`src/rtl/keypad_pin_entry_controller_defines.svh`:
```
// assertion macros for the keypad pin entry controller
// used by the top level only; needs clk and rst_n in the including scope

`ifndef KEYPAD_PIN_ENTRY_CONTROLLER_DEFINES_SVH
`define KEYPAD_PIN_ENTRY_CONTROLLER_DEFINES_SVH

// implication checked on every edge outside reset
`define KPE_ASSERT_IMP(lbl, ante, cons, msg) \
  lbl: assert property (@(posedge clk) disable iff (!rst_n) (ante) |-> (cons)) \
    else $error(msg);

// property of a result request that is being presented
`define KPE_ASSERT_OUT(lbl, cons, msg) \
  `KPE_ASSERT_IMP(lbl, out_valid, cons, msg)

`endif

```
`src/rtl/kpe_pkg.sv`:
```
// shared types, codes and constants of the keypad pin entry controller
// no dependencies
`timescale 1ns / 1ps

package kpe_pkg;

  localparam int LEN_W     = 3;
  localparam int PIN_W     = 16;
  localparam int UID_W     = 56;
  localparam int CNT_W     = 17;
  localparam int TO_W      = 16;
  localparam int EV_W      = 3;
  localparam int KEY_W     = 4;
  localparam int CFG_IDX_W = 2;

  localparam logic [LEN_W-1:0] PIN_FULL = 3'd4;

  localparam logic [KEY_W-1:0] KEY_DIGIT_MAX = 4'd9;
  localparam logic [KEY_W-1:0] KEY_STAR      = 4'd10;
  localparam logic [KEY_W-1:0] KEY_HASH      = 4'd11;

  localparam logic [CFG_IDX_W-1:0] CFG_PROMPT_TO = 2'd0;
  localparam logic [CFG_IDX_W-1:0] CFG_CHANGE_TO = 2'd1;
  localparam logic [CFG_IDX_W-1:0] CFG_ENTRY_TO  = 2'd2;

  localparam logic [TO_W-1:0] PROMPT_TO_RST = 16'd3000;
  localparam logic [TO_W-1:0] CHANGE_TO_RST = 16'd10000;
  localparam logic [TO_W-1:0] ENTRY_TO_RST  = 16'd5000;

  typedef enum logic [2:0] {
    MODE_UNLOCK   = 3'd0,
    MODE_PROMPT   = 3'd1,
    MODE_OLD      = 3'd2,
    MODE_NEW      = 3'd3,
    MODE_LINKDOWN = 3'd4
  } mode_t;

  typedef enum logic [EV_W-1:0] {
    EV_TICK      = 3'd0,
    EV_KEY       = 3'd1,
    EV_LINK_LOST = 3'd2,
    EV_LINK_UP   = 3'd3,
    EV_CARD      = 3'd4
  } ev_t;

  typedef enum logic [1:0] {
    REQ_NONE   = 2'd0,
    REQ_AUTH   = 2'd1,
    REQ_CHANGE = 2'd2
  } req_kind_t;

  typedef struct packed {
    logic [EV_W-1:0]  ev;
    logic [KEY_W-1:0] key;
    logic [UID_W-1:0] uid;
  } item_t;

  typedef struct packed {
    req_kind_t        kind;
    logic [PIN_W-1:0] entered_pin;
    logic [PIN_W-1:0] replacement_pin;
    logic [UID_W-1:0] uid;
    mode_t            mode_now;
    logic [LEN_W-1:0] entry_count;
    logic [LEN_W-1:0] old_count;
    logic [LEN_W-1:0] new_count;
  } res_t;

  typedef struct packed {
    logic                 valid;
    logic [CFG_IDX_W-1:0] index;
    logic [TO_W-1:0]      data;
  } cfg_wr_t;

  typedef struct packed {
    logic [PIN_W-1:0] digits;
    logic [LEN_W-1:0] len;
  } pin_buf_t;

  // digit append or star delete on one four digit bcd buffer
  function automatic pin_buf_t edit_pin(input logic [KEY_W-1:0] key, input pin_buf_t b);
    pin_buf_t r;
    r = b;
    if (key <= KEY_DIGIT_MAX) begin
      if (b.len < PIN_FULL) begin
        r.digits = {b.digits[PIN_W-KEY_W-1:0], key};
        r.len    = b.len + LEN_W'(1);
      end
    end else if (key == KEY_STAR) begin
      if (b.len != '0) begin
        r.digits = b.digits >> KEY_W;
        r.len    = b.len - LEN_W'(1);
      end
    end
    return r;
  endfunction

endpackage

```
`src/rtl/kpe_in_stage.sv`:
```
// input register of the keypad pin entry controller
// depends on kpe_pkg
`timescale 1ns / 1ps

module kpe_in_stage (
  input  logic          clk,
  input  logic          rst_n,
  input  logic          in_valid,
  output logic          in_ready,
  input  kpe_pkg::item_t item_in,
  input  logic          take,
  output logic          fire,
  output kpe_pkg::item_t item_out
);
  import kpe_pkg::*;

  logic  valid_r, valid_nxt;
  item_t item_r;

  assign fire     = valid_r && take;
  assign in_ready = !valid_r || take;

  always_comb begin
    valid_nxt = valid_r;
    if (in_valid && in_ready) begin
      valid_nxt = 1'b1;
    end else if (fire) begin
      valid_nxt = 1'b0;
    end
  end

  always_ff @(posedge clk) begin
    if (!rst_n) begin
      valid_r <= 1'b0;
    end else begin
      valid_r <= valid_nxt;
    end
  end

  always_ff @(posedge clk) begin
    if (in_valid && in_ready) begin
      item_r <= item_in;
    end
  end

  assign item_out = item_r;

endmodule

```
`src/rtl/kpe_core.sv`:
```
// mode machine, pin buffers, idle counters and timeout registers
// depends on kpe_pkg
`timescale 1ns / 1ps

module kpe_core (
  input  logic            clk,
  input  logic            rst_n,
  input  kpe_pkg::cfg_wr_t cfg_wr,
  input  kpe_pkg::item_t  item,
  input  logic            item_fire,
  output kpe_pkg::res_t   res
);
  import kpe_pkg::*;

  logic [TO_W-1:0]  prompt_to_r, change_to_r, entry_to_r;
  mode_t            mode_r, mode_nxt, mode_eff;
  pin_buf_t         entry_r, entry_nxt, entry_eff;
  pin_buf_t         old_r, old_nxt;
  pin_buf_t         new_r, new_nxt;
  logic [UID_W-1:0] card_r, card_nxt;
  logic [CNT_W-1:0] sk_r, sk_nxt, sk_inc, sk_chk;
  logic [CNT_W-1:0] sp_r, sp_nxt, sp_inc, sp_chk;
  logic             is_tick, is_key, timeout;
  req_kind_t        kind;
  logic [PIN_W-1:0] pin_a, pin_b;
  logic [UID_W-1:0] ruid;

  assign is_tick = (item.ev == EV_TICK);
  assign is_key  = (item.ev == EV_KEY);

  // saturating idle counters
  assign sk_inc = (&sk_r) ? sk_r : sk_r + CNT_W'(1);
  assign sp_inc = (&sp_r) ? sp_r : sp_r + CNT_W'(1);
  assign sk_chk = is_tick ? sk_inc : sk_r;
  assign sp_chk = is_tick ? sp_inc : sp_r;

  always_comb begin
    timeout = 1'b0;
    if (is_tick || is_key) begin
      case (mode_r)
        MODE_PROMPT: timeout = (sp_chk > {1'b0, prompt_to_r});
        MODE_OLD,
        MODE_NEW:    timeout = (sk_chk > {1'b0, change_to_r});
        MODE_UNLOCK: timeout = (entry_r.len != '0) && (sk_chk > {1'b0, entry_to_r});
        default:     timeout = 1'b0;
      endcase
    end
  end

  assign mode_eff  = timeout ? MODE_UNLOCK : mode_r;
  assign entry_eff = timeout ? pin_buf_t'('0) : entry_r;

  // next mode
  always_comb begin
    mode_nxt = mode_r;
    case (item.ev)
      EV_TICK: begin
        if (timeout) mode_nxt = MODE_UNLOCK;
      end
      EV_KEY: begin
        mode_nxt = mode_eff;
        case (mode_eff)
          MODE_PROMPT: if (item.key == KEY_STAR) mode_nxt = MODE_OLD;
          MODE_OLD:    if (item.key == KEY_HASH && old_r.len == PIN_FULL) mode_nxt = MODE_NEW;
          MODE_NEW:    if (item.key == KEY_HASH && new_r.len == PIN_FULL) mode_nxt = MODE_UNLOCK;
          default:     mode_nxt = mode_eff;
        endcase
      end
      EV_LINK_LOST: mode_nxt = MODE_LINKDOWN;
      EV_LINK_UP:   mode_nxt = MODE_UNLOCK;
      EV_CARD:      mode_nxt = MODE_PROMPT;
      default:      mode_nxt = mode_r;
    endcase
  end

  // buffers, counters and request
  always_comb begin
    entry_nxt = entry_r;
    old_nxt   = old_r;
    new_nxt   = new_r;
    card_nxt  = card_r;
    sk_nxt    = sk_r;
    sp_nxt    = sp_r;
    kind      = REQ_NONE;
    pin_a     = '0;
    pin_b     = '0;
    ruid      = '0;
    case (item.ev)
      EV_TICK: begin
        sk_nxt = sk_inc;
        sp_nxt = sp_inc;
        if (timeout) entry_nxt = '0;
      end
      EV_KEY: begin
        if (mode_r != MODE_LINKDOWN) begin
          sk_nxt    = '0;
          entry_nxt = entry_eff;
          case (mode_eff)
            MODE_PROMPT: begin
              if (item.key == KEY_STAR) begin
                old_nxt = '0;
                new_nxt = '0;
              end
            end
            MODE_OLD: begin
              if (item.key != KEY_HASH) old_nxt = edit_pin(item.key, old_r);
            end
            MODE_NEW: begin
              if (item.key == KEY_HASH) begin
                if (new_r.len == PIN_FULL) begin
                  kind  = REQ_CHANGE;
                  pin_a = old_r.digits;
                  pin_b = new_r.digits;
                  ruid  = card_r;
                end
              end else begin
                new_nxt = edit_pin(item.key, new_r);
              end
            end
            MODE_UNLOCK: begin
              if (item.key == KEY_HASH) begin
                if (entry_eff.len == PIN_FULL) begin
                  kind      = REQ_AUTH;
                  pin_a     = entry_eff.digits;
                  entry_nxt = '0;
                end
              end else begin
                entry_nxt = edit_pin(item.key, entry_eff);
              end
            end
            default: entry_nxt = entry_eff;
          endcase
        end
      end
      EV_LINK_UP: entry_nxt = '0;
      EV_CARD: begin
        card_nxt = item.uid;
        sp_nxt   = '0;
      end
      default: entry_nxt = entry_r;
    endcase
  end

  always_comb begin
    res.kind            = kind;
    res.entered_pin     = pin_a;
    res.replacement_pin = pin_b;
    res.uid             = ruid;
    res.mode_now        = mode_nxt;
    res.entry_count     = entry_nxt.len;
    res.old_count       = old_nxt.len;
    res.new_count       = new_nxt.len;
  end

  always_ff @(posedge clk) begin
    if (!rst_n) begin
      mode_r  <= MODE_LINKDOWN;
      entry_r <= '0;
      old_r   <= '0;
      new_r   <= '0;
      card_r  <= '0;
      sk_r    <= '0;
      sp_r    <= '0;
    end else if (item_fire) begin
      mode_r  <= mode_nxt;
      entry_r <= entry_nxt;
      old_r   <= old_nxt;
      new_r   <= new_nxt;
      card_r  <= card_nxt;
      sk_r    <= sk_nxt;
      sp_r    <= sp_nxt;
    end
  end

  always_ff @(posedge clk) begin
    if (!rst_n) begin
      prompt_to_r <= PROMPT_TO_RST;
      change_to_r <= CHANGE_TO_RST;
      entry_to_r  <= ENTRY_TO_RST;
    end else if (cfg_wr.valid) begin
      case (cfg_wr.index)
        CFG_PROMPT_TO: prompt_to_r <= cfg_wr.data;
        CFG_CHANGE_TO: change_to_r <= cfg_wr.data;
        CFG_ENTRY_TO:  entry_to_r  <= cfg_wr.data;
        default:       ;
      endcase
    end
  end

endmodule

```
`src/rtl/kpe_out_stage.sv`:
```
// result register of the keypad pin entry controller
// depends on kpe_pkg
`timescale 1ns / 1ps

module kpe_out_stage (
  input  logic          clk,
  input  logic          rst_n,
  input  kpe_pkg::res_t res_in,
  input  logic          load,
  input  logic          out_ready,
  output logic          out_valid,
  output logic          take,
  output kpe_pkg::res_t res_out
);
  import kpe_pkg::*;

  logic valid_r, valid_nxt;
  res_t res_r;

  // room for a new result when empty or being drained this cycle
  assign take = !valid_r || out_ready;

  always_comb begin
    valid_nxt = valid_r;
    if (load) begin
      valid_nxt = 1'b1;
    end else if (out_ready) begin
      valid_nxt = 1'b0;
    end
  end

  always_ff @(posedge clk) begin
    if (!rst_n) begin
      valid_r <= 1'b0;
    end else begin
      valid_r <= valid_nxt;
    end
  end

  always_ff @(posedge clk) begin
    if (load) begin
      res_r <= res_in;
    end
  end

  assign out_valid = valid_r;
  assign res_out   = res_r;

endmodule

```
`src/rtl/keypad_pin_entry_controller.sv`:
```
// keypad pin entry controller: a request is one event (tick, key, link, card), each
// produces exactly one result request. one request per clock sustained while out_ready
// holds high; the input register and the result register lie around a single pass of
// update logic. the input register can take a new request while a result still waits.
`timescale 1ns / 1ps

module keypad_pin_entry_controller (
  input  logic        clk,
  input  logic        rst_n,
  // event requests
  input  logic        in_valid,
  output logic        in_ready,
  input  logic [2:0]  in_mode,
  input  logic [3:0]  in_key,
  input  logic [55:0] in_uid,
  // result requests
  output logic        out_valid,
  input  logic        out_ready,
  output logic [1:0]  out_request_kind,
  output logic [15:0] out_entered_pin,
  output logic [15:0] out_replacement_pin,
  output logic [55:0] out_request_uid,
  output logic [2:0]  out_mode_now,
  output logic [2:0]  out_entry_count,
  output logic [2:0]  out_old_count,
  output logic [2:0]  out_new_count,
  // timeout register writes: 0 prompt, 1 change, 2 entry
  input  logic        cfg_valid,
  output logic        cfg_ready,
  input  logic [1:0]  cfg_index,
  input  logic [15:0] cfg_data
);
  import kpe_pkg::*;

  `include "keypad_pin_entry_controller_defines.svh"

  item_t   item_in, item_q;
  res_t    res_d, res_q;
  cfg_wr_t cfg_wr;
  logic    fire, take;

  // register writes are always taken
  assign cfg_ready = 1'b1;

  assign item_in.ev  = in_mode;
  assign item_in.key = in_key;
  assign item_in.uid = in_uid;

  assign cfg_wr.valid = cfg_valid;
  assign cfg_wr.index = cfg_index;
  assign cfg_wr.data  = cfg_data;

  // input register, accepts whenever it is empty or moving on
  kpe_in_stage u_in (
    .clk      (clk),
    .rst_n    (rst_n),
    .in_valid (in_valid),
    .in_ready (in_ready),
    .item_in  (item_in),
    .take     (take),
    .fire     (fire),
    .item_out (item_q)
  );

  // state update, commits only when the result register takes the result
  kpe_core u_core (
    .clk       (clk),
    .rst_n     (rst_n),
    .cfg_wr    (cfg_wr),
    .item      (item_q),
    .item_fire (fire),
    .res       (res_d)
  );

  kpe_out_stage u_out (
    .clk       (clk),
    .rst_n     (rst_n),
    .res_in    (res_d),
    .load      (fire),
    .out_ready (out_ready),
    .out_valid (out_valid),
    .take      (take),
    .res_out   (res_q)
  );

  assign out_request_kind    = res_q.kind;
  assign out_entered_pin     = res_q.entered_pin;
  assign out_replacement_pin = res_q.replacement_pin;
  assign out_request_uid     = res_q.uid;
  assign out_mode_now        = res_q.mode_now;
  assign out_entry_count     = res_q.entry_count;
  assign out_old_count       = res_q.old_count;
  assign out_new_count       = res_q.new_count;

  // a change request always leaves the block in normal mode
  `KPE_ASSERT_OUT(a_change_to_normal, (out_request_kind != REQ_CHANGE) || (out_mode_now == MODE_UNLOCK), "change request not in normal mode")
  // an auth request consumes the unlock entry
  `KPE_ASSERT_OUT(a_auth_clears, (out_request_kind != REQ_AUTH) || (out_entry_count == '0), "auth request left digits")
  // no request means empty payload
  `KPE_ASSERT_OUT(a_none_zero, (out_request_kind != REQ_NONE) || ((out_entered_pin == '0) && (out_replacement_pin == '0) && (out_request_uid == '0)), "payload on empty result")
  // buffers never exceed four digits
  `KPE_ASSERT_IMP(a_count_max, out_valid, (out_entry_count <= PIN_FULL) && (out_old_count <= PIN_FULL) && (out_new_count <= PIN_FULL), "digit count above four")

endmodule
```
`config.mk`:
```
export PLATFORM = sky130hd
export DESIGN_NAME = keypad_pin_entry_controller
export DESIGN_NICKNAME = d
export VERILOG_FILES = /design/src/rtl/kpe_pkg.sv /design/src/rtl/kpe_in_stage.sv /design/src/rtl/kpe_core.sv /design/src/rtl/kpe_out_stage.sv /design/src/rtl/keypad_pin_entry_controller.sv
export VERILOG_INCLUDE_DIRS = /design/src /design/src/rtl
export SDC_FILE = /design/constraint.sdc
export NUM_CORES = 1
export LEC_CHECK = 0
export ABC_AREA = 1
export BUFFER_PORTS_ARGS = -buffer_cell sky130_fd_sc_hd__buf_2
export CAP_MARGIN = 20
export CORE_ASPECT_RATIO = 1.1
export CORE_MARGIN = 2
export CORE_UTILIZATION = 40
export CTS_CLUSTER_SIZE = 20
export DETAILED_ROUTE_END_ITERATION = 10
export GPL_ROUTABILITY_DRIVEN = 0
export SLEW_MARGIN = 30
export SYNTH_ARGS = -nofsm -noshare
export SYNTH_HDL_FRONTEND = slang
export SYNTH_HIERARCHICAL = 1
export SYNTH_SLANG_ARGS = --single-unit
```
`constraint.sdc`:
```
create_clock -name clk -period 6.9 [get_ports clk]
set_input_delay 1.38 -clock clk [delete_from_list [all_inputs] [get_ports clk]]
set_output_delay 1.38 -clock clk [all_outputs]
set_load 0.005 [all_outputs]
```
==> reports/qor.csv, run 1 <==
stage,metric,value,unit
detailed_routing,Total Wirelength,43600,µm
cts,CTS sink cnt,365,
critical_path,Crit. path cell count,41,
yosys,Yosys reg bits,365,
final_layout,most frequent cells in the layout,"419 x nand2_1, 270 x inv_1, 211 x a21oi_1, 200 x dfxtp_1, 188 x buf_2",
die,io pins,191,
critical_path,r2r startpoint,u_core/sp_r[0]$_SDFFE_PN0P_,
yosys,synthesized net count,2183,
cts,Post-CTS Hold Buffers,0,
power_and_ir_drop,Peak VDD IR,0.168,mV
critical_path,Crit path buffers/inverters,7,
critical_path,top cell family by delay on the critical path,simple AND/OR/NAND/NOR gates,
final_layout,synthesis-to-layout area growth,16.1,%
power_and_ir_drop,Lkg Pwr,7.97,nW
cts,TritonCTS Buffers,40,
critical_path,Worst Setup Start Kind,register,
detailed_routing,Post-Route M1 WL,19800,µm
detailed_routing,Post-DRT Antenna Nets,0,
detailed_routing,DR vias,14000,
critical_path,WS Path Type,register to register,
global_routing,largest net degree at the start of global routing,77,
yosys,Mean Syn Cell Area,8.32,µm²
yosys,distinct cell type count after synthesis,47,
detailed_routing,vias per cell,5.01,
timing,Final setup viols,0,
final_layout,"most common cell after layout, fill and taps aside",nand2_1,
cts,post-cts sizing count,0,
run,max_cap viols,0,
global_routing,first-pass GRT wire length,68800,µm
timing,unrepaired setup endpoints after global routing,false,
critical_path,worst r2r path cells,41,
final_layout,register cell area after layout,0.00896,mm²
detailed_routing,WL/cell,15.6,µm
timing,max-slew violations,0,
worst_hold_path,WHS Path Cells,2,
placed_design,placed wire-length estimate,30500,µm
yosys,Syn Inst Count,2039,
timing,TNS Setup,0,ns
detailed_routing,DR WL met3,2130,µm
critical_path,"Max FO, Critical Path",73,
timing,Max Clock Freq,0.166,GHz
die,die extent in y,220,µm
final_layout,Final Util,0.468,
global_routing,vias in the first global route,12800,
cts,"Clk Latency, worst-skew pair",0.56,ns
timing,Tmin final,6.03,ns
cts,Clock Path Buffers,3,
global_routing,GRT Total Usage,0.193,
die,Initial Util,0.403,
die,num rows,79,
critical_path,crit end category,register,
die,die area,0.0441,mm²
worst_hold_path,HP Class,register to register,
final_layout,Multi-input gate area,0.00656,mm²
critical_path,required time worst endpoint,7.17,ns
timing,slew margin rel.,0.416,
critical_path,slowest cell delay on critical path,0.62,ns
yosys,synth warn,6,
cts,CTS root buffer,clkbuf_16,
critical_path,CP Launch Point,u_core/sp_r[0]$_SDFFE_PN0P_,
worst_hold_path,HP Start,u_core/card_r[31]$_SDFFE_PN0P_,
detailed_routing,Residual DRC,0,
detailed_routing,detailed-routed wire length on met2,20600,µm
die,core box area,0.0421,mm²
die,die width,200,µm
final_layout,antenna cells,0,
run_status,outcome,finished clean,
detailed_routing,Pre-Repair DR Iteration Count,7,
timing,Fin. Hold Viols,0,
cts,clock input transition at the sequential cells of the worst setup and hold paths,0.06,ns
timing,Worst Tran Pin Value,0.872,ns
timing,Max Clock Skew,0.0127,ns
final_layout,Final Net Count,2337,
cts,# H-tree levels,2,
cts,TritonCTS clock tree,done,
yosys,sequential share of the synthesized area,0.528,
critical_path,Critical-path top delay cell,buf_4,
placed_design,PortBufs,189,
final_layout,share of cells above drive strength 1,0.141,
detailed_routing,Starting DRT DRC Count,969,
critical_path,Worst path most repeated cell,nand2_1,
timing,Tcrit/Tclk final,0.873,
final_layout,Filler cells,4151,
global_routing,Overflow after GRT,0,
yosys,"Cell Area, Synth",0.0170,mm²
detailed_routing,Top Metal Used,met4,
global_routing,initial antenna violation count,1,
cts,setup bufs post-CTS,0,
power_and_ir_drop,pwr dens,245,mW/mm²
critical_path,Crit path arrival time,6.29,ns
routing by layer:
layer / global-route usage / up-vias
met5: 0 / -
met4: 0.0610 / 0
met3: 0.0288 / 73
met2: 0.319 / 385
met1: 0.262 / 6500
li1: - / 7038
power by group:
part / internal, mW / leakage, nW / switching [mW]
sequential: 2.34 / 3.21 / 0.0313
combinational: 0.100 / 4.11 / 0.222
clock: 1.24 / 0.646 / 0.884
total: 3.68 / 7.97 / 1.14
sequential cells by signal (all words and copies together) (netlist names), 3 cells and up:
signal / flops
u_core/card_r: 56
u_core/change_to_r: 16
u_core/entry_r: 19
u_core/entry_to_r: 16
u_core/mode_r: 3
u_core/new_r: 19
u_core/old_r: 19
u_core/prompt_to_r: 16
u_core/sk_r: 17
u_core/sp_r: 17
u_in/item_out: 63
u_out/res_out: 102
final timing paths:
check	end	slack (ns)
hold / removal	u_core/card_r[31]$_SDFFE_PN0P_	0.45
setup reg to reg	u_out/res_out[45]$_DFFE_PP_	0.87
setup / recovery	u_out/res_out[45]$_DFFE_PP_	0.87
hold reg to reg	u_core/card_r[31]$_SDFFE_PN0P_	0.45
layout make-up:
| cell class | instances | area share |
|---|---|---|
| clock inverter | 24 | 0.0115 |
| inverter | 287 | 0.0549 |
| tap | 567 | 0.0360 |
| sequential | 365 | 0.455 |
| timing repair buffer | 205 | 0.0549 |
| multi-input combinational | 1294 | 0.333 |
| clock buffer | 50 | 0.0552 |
cells by family (layout without fill, tap and decap cells):
logic type | count (synthesis) | after routing | share of synthesized area
AND/OR/NAND/NOR | 768 | 768 | 0.191
AO/OA/AOI/OAI | 442 | 442 | 0.138
buffers and inverters | 380 | 566 | 0.0867
flip-flops | 365 | 365 | 0.528
adder cells (fa/ha/maj) | 58 | 58 | 0.0428
XOR/XNOR | 24 | 24 | 0.0124
other | 1 | 1 | 0.000221
multiplexers | 1 | 1 | 0.000590
worst reg2reg max path: cells and delay by family, from the launching register on:
family / cells / cell delay, ns
compound gates: 1 / 0.11
xor+xnor: 1 / 0.15
fa+ha+maj: 2 / 0.51
buf+inv: 7 / 1.26
flops: 1 / 0.40
simple gates: 30 / 3.31
per-stage QoR:
| stage | std cells | hold WS [ns] | area, µm² | worst slack [ns] | total power [mW] |
|---|---|---|---|---|---|
| after global placement | 2718 | 0.439 | 18400 | 1.05 | 2.73 |
| after detailed placement | 2718 | 0.446 | 18400 | 0.875 | 2.74 |
| final | 2792 | 0.452 | 19700 | 0.874 | 4.82 |
| after global routing | 2792 | 0.468 | 19700 | 0.161 | 5.01 |
| after CTS | 2792 | 0.455 | 19700 | 0.855 | 4.87 |
| after floorplan | 2039 | 0.430 | 17000 | 1.53 | 2.61 |
synthesized netlist by cell type (all sizes together):
cell       n  area share
a211oi     1     0.00044
ha        58       0.043
mux2i      1     0.00059
nor4       4      0.0015
clkbuf    62       0.014
or2        1     0.00037
o221ai     1     0.00052
a21o       2     0.00088
a221o      1     0.00059
dfxtp    200        0.24
nor3      24      0.0093
o21a       2     0.00088
clkinv     3     0.00066
xor2      24       0.012
nand3    122       0.036
o211ai    24       0.011
buf       31      0.0095
a21boi     1     0.00044
o21ai    174       0.052
a32oi      2      0.0010
conb       1     0.00022
nor3b      1     0.00044
nand3b     3      0.0013
o2111ai    1     0.00052
edfxtp   165        0.29
nand2    430       0.098
nor2     165       0.038
inv      284       0.063
o21bai     1     0.00044
a31oi      5      0.0018
a21oi    214       0.064
o22ai     13      0.0048
nand4     18      0.0070
Power figures use the tool's default switching activity.
==> run 2: changes to the inputs <==
Settings changed: GPL_TIMING_DRIVEN from default to 0.
==> reports/qor.csv, run 2 (synthesis results as in run 1) <==
stage,metric,value,unit
detailed_routing,Starting DRT DRC Count,976,
critical_path,Worst path most repeated cell,nand2_1,
timing,unrepaired setup endpoints after global routing,false,
detailed_routing,WL/cell,16.2,µm
power_and_ir_drop,Lkg Pwr,8.08,nW
timing,worst hold margin,0.452,ns
global_routing,vias in the first global route,13900,
placed_design,PortBufs,189,
worst_hold_path,HP Class,register to register,
die,core box area,0.0421,mm²
final_layout,"most common cell after layout, fill and taps aside",nand2_1,
die,num rows,79,
global_routing,Overflow after GRT,0,
run_status,outcome,finished clean,
timing,Tmin final,6.26,ns
detailed_routing,Pre-Repair DR Iteration Count,5,
cts,# H-tree levels,2,
cts,setup bufs post-CTS,0,
critical_path,"Max FO, Critical Path",10,
detailed_routing,Total Wirelength,46600,µm
critical_path,WS Path Type,register to register,
power_and_ir_drop,Peak VDD IR,0.148,mV
die,io pins,191,
cts,"Clk Latency, worst-skew pair",0.57,ns
final_layout,Final Net Count,2419,
critical_path,Critical-path top delay cell,buf_1,
power_and_ir_drop,switch share,0.238,
timing,max-slew violations,0,
cts,CTS sink cnt,365,
cts,post-cts sizing count,0,
power_and_ir_drop,pwr dens,240,mW/mm²
die,die width,200,µm
cts,Clock Path Buffers,3,
global_routing,first-pass GRT wire length,73400,µm
cts,TritonCTS clock tree,done,
cts,TritonCTS Buffers,41,
global_routing,GRT Total Usage,0.208,
die,die extent in y,220,µm
global_routing,initial antenna violation count,3,
critical_path,required time worst endpoint,7.23,ns
power_and_ir_drop,internal power contribution,3.67,mW
power_and_ir_drop,Combinational Power Share,0.072,
timing,Final Worst Setup Slack,0.639,ns
placed_design,placed wire-length estimate,34800,µm
critical_path,Crit path arrival time,6.59,ns
final_layout,synthesis-to-layout area growth,18.1,%
power_and_ir_drop,Reg power frac,0.493,
cts,Post-CTS Hold Buffers,0,
cts,clock input transition at the sequential cells of the worst setup and hold paths,0.06,ns
timing,Tcrit/Tclk final,0.907,
final_layout,Final Util,0.476,
run,max_cap viols,0,
critical_path,Worst Setup Start Kind,register,
final_layout,share of cells above drive strength 1,0.136,
critical_path,crit end category,register,
global_routing,largest net degree at the start of global routing,55,
timing,Max Clock Freq,0.160,GHz
timing,Max Clock Skew,0.0194,ns
cts,CTS root buffer,clkbuf_16,
die,die area,0.0441,mm²
detailed_routing,vias per cell,5.05,
timing,slew margin rel.,0.417,
timing,TNS Setup,0,ns
detailed_routing,Residual DRC,0,
critical_path,slowest cell delay on critical path,0.52,ns
timing,Worst Tran Pin Value,0.874,ns
detailed_routing,DR vias,14500,
detailed_routing,Post-DRT Antenna Nets,0,
die,Initial Util,0.403,
final_layout,max reg flops,102,
timing,Fin. Hold Viols,0,
final_layout,most frequent cells in the layout,"419 x nand2_1, 272 x inv_1, 211 x a21oi_1, 207 x buf_2, 200 x dfxtp_1",
power_and_ir_drop,switching power total,1.15,mW
placed_design,"worst slack, placed",0.853,ns
timing,Final setup viols,0,
power_and_ir_drop,power share of the clock group,0.435,
## run 2: changes by cell type in the layout (fill, tap and decap cells not counted), moves of 3 or more
| cell | previous run | this run |
|---|---|---|
| buf_1 | 0 | 8 |
| buf_16 | 0 | 4 |
| buf_2 | 188 | 207 |
| buf_4 | 16 | 4 |
| clkbuf_1 | 5 | 77 |
| clkinv_2 | 10 | 6 |
| diode_2 | 0 | 3 |
## run 2: layout make-up
class / count / area (µm²)
diodes: 3 / 7.51
plain buffers: 93 / 394
clock buffers: 59 / 1120
clock inverters: 17 / 154
fillers: 4239 / 22100
inverters: 287 / 1080
multi-input cells: 1294 / 6560
flip-flops and latches: 365 / 8960
well taps: 567 / 709
repair buffers: 193 / 1060
## run 2: power groups by stage
stage               sequential, mW  combinational, mW  clock [mW]
global placement              2.42              0.328           0
global route                  2.38              0.386        2.22
detailed placement            2.42              0.344           0
CTS                           2.37              0.346        2.14
finish                        2.37              0.347        2.09
floorplan                     2.42              0.196           0
## run 2: path summary, 6_finish.rpt
path                                                     start  slack, ns                             end  cells after the start
worst max-delay path               u_core/sk_r[0]$_SDFFE_PN0P_       0.64      u_out/res_out[6]$_DFFE_PP_                     41
worst min-delay path            u_core/card_r[31]$_SDFFE_PN0P_       0.45  u_core/card_r[31]$_SDFFE_PN0P_                      2
worst max register to register     u_core/sk_r[0]$_SDFFE_PN0P_       0.64      u_out/res_out[6]$_DFFE_PP_                     41
worst min register to register  u_core/card_r[31]$_SDFFE_PN0P_       0.45  u_core/card_r[31]$_SDFFE_PN0P_                      2
## run 2: routing by layer
layer / up-vias / GRT usage / routed length, µm
met3: 102 / 0.0342 / 2960
met1: 6777 / 0.268 / 20100
met2: 470 / 0.348 / 21900
met4: 0 / 0.0881 / 1630
met5: - / 0 / 0
li1: 7196 / - / -
## run 2: critical path: cells and delay by family, from the launching register on
family	cells	cell delay [ns]
xor gates and xnor gates	1	0.20
AOI/OAI and AO/OA	1	0.22
and+or+nand+nor	30	3.24
adders and majority gates	3	0.83
buffers and inverters	6	1.17
DFF	1	0.34
## run 2: metrics by stage
step / std cells / instance area (µm²) / total power, mW
6_report: 2878 / 20000 / 4.81
5_1_grt: 2878 / 20000 / 4.99
4_1_cts: 2875 / 20000 / 4.85
3_5_place_dp: 2799 / 18800 / 2.76
3_3_place_gp: 2795 / 18600 / 2.75
2_1_floorplan: 2039 / 17000 / 2.61
==> run 3: changes to the inputs <==
Settings changed: ABC_AREA 1 to default, PLACE_DENSITY_LB_ADDON from default to 0.25.
==> reports/qor.csv, run 3 <==
stage,metric,value,unit
run_status,outcome,finished clean,
placed_design,placed wire-length estimate,33000,µm
run,max_cap viols,0,
detailed_routing,Starting DRT DRC Count,971,
critical_path,worst r2r path cells,27,
critical_path,Critical-path top delay cell,a211oi_1,
global_routing,GRT Total Usage,0.207,
cts,CTS sink cnt,365,
detailed_routing,detailed-routed wire length on met2,21500,µm
critical_path,Crit path buffers/inverters,4,
final_layout,share of cells above drive strength 1,0.157,
critical_path,crit end category,register,
cts,TritonCTS Buffers,42,
power_and_ir_drop,switch share,0.223,
timing,max-slew violations,0,
detailed_routing,Residual DRC,0,
power_and_ir_drop,Combinational Power Share,0.056,
timing,Max Clock Skew,0.0192,ns
power_and_ir_drop,internal power contribution,3.81,mW
worst_hold_path,HP Class,register to register,
yosys,sequential share of the synthesized area,0.538,
yosys,ranking of synthesized cells by area,"edfxtp_1 30%, dfxtp_1 24%, nand2_1 6.4%",
critical_path,Crit. path cell count,27,
critical_path,FF-to-FF End,u_out/res_out[8]$_DFFE_PP_,
timing,Final Worst Setup Slack,0.683,ns
global_routing,largest net degree at the start of global routing,64,
detailed_routing,vias per cell,5.35,
die,num rows,78,
placed_design,PortBufs,189,
power_and_ir_drop,Peak VDD IR,0.140,mV
timing,slew margin rel.,0.342,
yosys,distinct cell type count after synthesis,87,
cts,Clock Path Buffers,3,
worst_hold_path,HP Start,u_core/card_r[0]$_SDFFE_PN0P_,
worst_hold_path,WHS Endpoint,u_core/card_r[0]$_SDFFE_PN0P_,
yosys,top-area cell type share of the netlist area,0.297,
timing,TNS Setup,0,ns
yosys,"Cell Area, Synth",0.0167,mm²
detailed_routing,Pre-Repair DR Iteration Count,5,
yosys,Yosys reg bits,365,
power_and_ir_drop,switching power total,1.09,mW
timing,Worst Tran Pin Value,0.978,ns
global_routing,Overflow after GRT,0,
timing,Tmin final,6.22,ns
cts,"Clk Latency, worst-skew pair",0.55,ns
final_layout,most frequent cells in the layout,"285 x nand2_1, 204 x buf_2, 200 x dfxtp_1, 165 x edfxtp_1, 154 x a21oi_1",
detailed_routing,Top Metal Used,met5,
power_and_ir_drop,Reg power frac,0.478,
detailed_routing,Post-Route M1 WL,19300,µm
die,die extent in y,218,µm
die,core box area,0.0412,mm²
critical_path,r2r startpoint,u_core/sk_r[0]$_SDFFE_PN0P_,
critical_path,Worst Setup Start Kind,register,
cts,setup bufs post-CTS,0,
die,Initial Util,0.405,
critical_path,WS Path Type,register to register,
die,die width,199,µm
cts,Post-CTS Hold Buffers,0,
cts,CTS root buffer,clkbuf_16,
critical_path,Worst path most repeated cell,ha_1,
timing,Final setup viols,0,
yosys,synth warn,6,
final_layout,"most common cell after layout, fill and taps aside",nand2_1,
detailed_routing,Total Wirelength,45200,µm
cts,TritonCTS clock tree,done,
power_and_ir_drop,Lkg Pwr,7.49,nW
final_layout,Final Util,0.481,
power_and_ir_drop,power share of the clock group,0.466,
timing,Tcrit/Tclk final,0.901,
die,io pins,191,
critical_path,required time worst endpoint,7.20,ns
yosys,synthesized net count,1853,
yosys,post-synth top area cell,edfxtp_1,
power_and_ir_drop,pwr dens,247,mW/mm²
detailed_routing,WL/cell,17.8,µm
timing,Fin. Hold Viols,0,
detailed_routing,DR WL met3,2410,µm
timing,Max Clock Freq,0.161,GHz
die,die area,0.0433,mm²
cts,# H-tree levels,2,
critical_path,slowest cell delay on critical path,0.54,ns
detailed_routing,DR vias,13600,
yosys,post-synthesis async set-or-reset flop share,0,
critical_path,Crit path arrival time,6.52,ns
yosys,Most used DFF post-synth,dfxtp_1,
final_layout,synthesis-to-layout area growth,18.9,%
critical_path,"setup slack, reg-to-reg",0.68,ns
yosys,most frequent cell after synthesis,nand2_1,
final_layout,Final Net Count,2089,
cts,post-cts sizing count,0,
critical_path,top cell family by delay on the critical path,compound AO/OA/AOI/OAI gates,
global_routing,first-pass GRT wire length,70700,µm
cts,clock input transition at the sequential cells of the worst setup and hold paths,0.05,ns
global_routing,vias in the first global route,13100,
yosys,Mean Syn Cell Area,9.75,µm²
worst_hold_path,WHS Path Cells,2,
critical_path,"Max FO, Critical Path",10,
detailed_routing,Post-DRT Antenna Nets,0,
placed_design,"worst slack, placed",0.807,ns
final_layout,max reg flops,102,
final_layout,Filler cells,4001,
yosys,number of synthesized flops with an enable pin,165,
timing,unrepaired setup endpoints after global routing,false,
global_routing,initial antenna violation count,4,
yosys,Syn Inst Count,1709,
yosys,most frequent cells after synthesis,"285 x nand2_1, 200 x dfxtp_1, 165 x edfxtp_1",
==> run 3: metal layers <==
layer	track usage	up-vias
met5	0	-
met4	0.0983	2
met3	0.0306	119
met2	0.343	426
met1	0.266	6427
li1	-	6598
==> run 3: worst max-delay path by stage <==
stage	startpoint	endpoint	slack, ns
floorplan	u_core/sk_r[0]$_SDFFE_PN0P_	u_out/res_out[8]$_DFFE_PP_	1.83
global placement	u_core/sk_r[0]$_SDFFE_PN0P_	u_out/res_out[8]$_DFFE_PP_	0.91
detailed placement	u_core/sk_r[0]$_SDFFE_PN0P_	u_out/res_out[6]$_DFFE_PP_	0.81
CTS	u_core/sk_r[0]$_SDFFE_PN0P_	u_out/res_out[6]$_DFFE_PP_	0.77
global route	u_core/sk_r[0]$_SDFFE_PN0P_	u_out/res_out[8]$_DFFE_PP_	0.24
finish	u_core/sk_r[0]$_SDFFE_PN0P_	u_out/res_out[8]$_DFFE_PP_	0.68
==> run 3: power groups by stage <==
stage,combinational [mW],clock [mW],sequential [mW]
final,0.275,2.28,2.34
after global placement,0.264,0,2.39
after detailed placement,0.271,0,2.39
after CTS,0.273,2.34,2.34
after floorplan,0.150,0,2.39
after global routing,0.302,2.43,2.35
==> run 3: final cells by class <==
| class | count | area (µm²) | share of cell area |
|---|---|---|---|
| Sequential cell | 365 | 8960 | 0.452 |
| Multi-Input combinational cell | 1171 | 7020 | 0.354 |
| Clock buffer | 52 | 1140 | 0.0575 |
| Timing Repair Buffer | 192 | 1020 | 0.0515 |
| Tap cell | 560 | 701 | 0.0354 |
| Buffer | 108 | 449 | 0.0227 |
| Clock inverter | 23 | 277 | 0.0140 |
| Inverter | 65 | 244 | 0.0123 |
| Antenna cell | 2 | 5.00 | 0.000253 |
==> run 3: kinds of logic after synthesis <==
logic type / synth area share
XOR/XNOR: 0.0158
flip-flops: 0.538
buffers and inverters: 0.0416
adder cells (fa/ha/maj): 0.0435
AND/OR/NAND/NOR: 0.187
multiplexers: 0.0146
AO/OA/AOI/OAI: 0.160
other: 0.000225
==> run 3: stage by stage <==
step	cell area [µm²]	power [mW]	hold slack (ns)	cells
2_1_floorplan	16700	2.54	0.432	1709
3_3_place_gp	18300	2.66	0.437	2458
3_5_place_dp	18400	2.66	0.443	2460
4_1_cts	19800	4.96	0.451	2535
5_1_grt	19800	5.08	0.461	2538
6_report	19800	4.90	0.447	2538
==> run 3: worst register-to-register path, stage by stage, from the launching register on <==
cell and delay (ns):
dfxtp_1 0.36, ha_1 0.27, nand4_1 0.16, nor4_4 0.08
a211oi_1 0.54, and3_1 0.23, clkbuf_1 0.21, and3_1 0.26
nand3_1 0.11, nor2_1 0.14, xor2_1 0.12, ha_1 0.30
nand2_1 0.07, nor4_1 0.42, a211o_1 0.19, o31a_1 0.26
o22ai_2 0.16, buf_2 0.24, o21ai_0 0.46, ha_1 0.33
inv_1 0.09, ha_1 0.27, nand2_1 0.04, o21ai_0 0.12
o22ai_1 0.12, o2111ai_1 0.18, nand2_1 0.11, buf_4 0.14
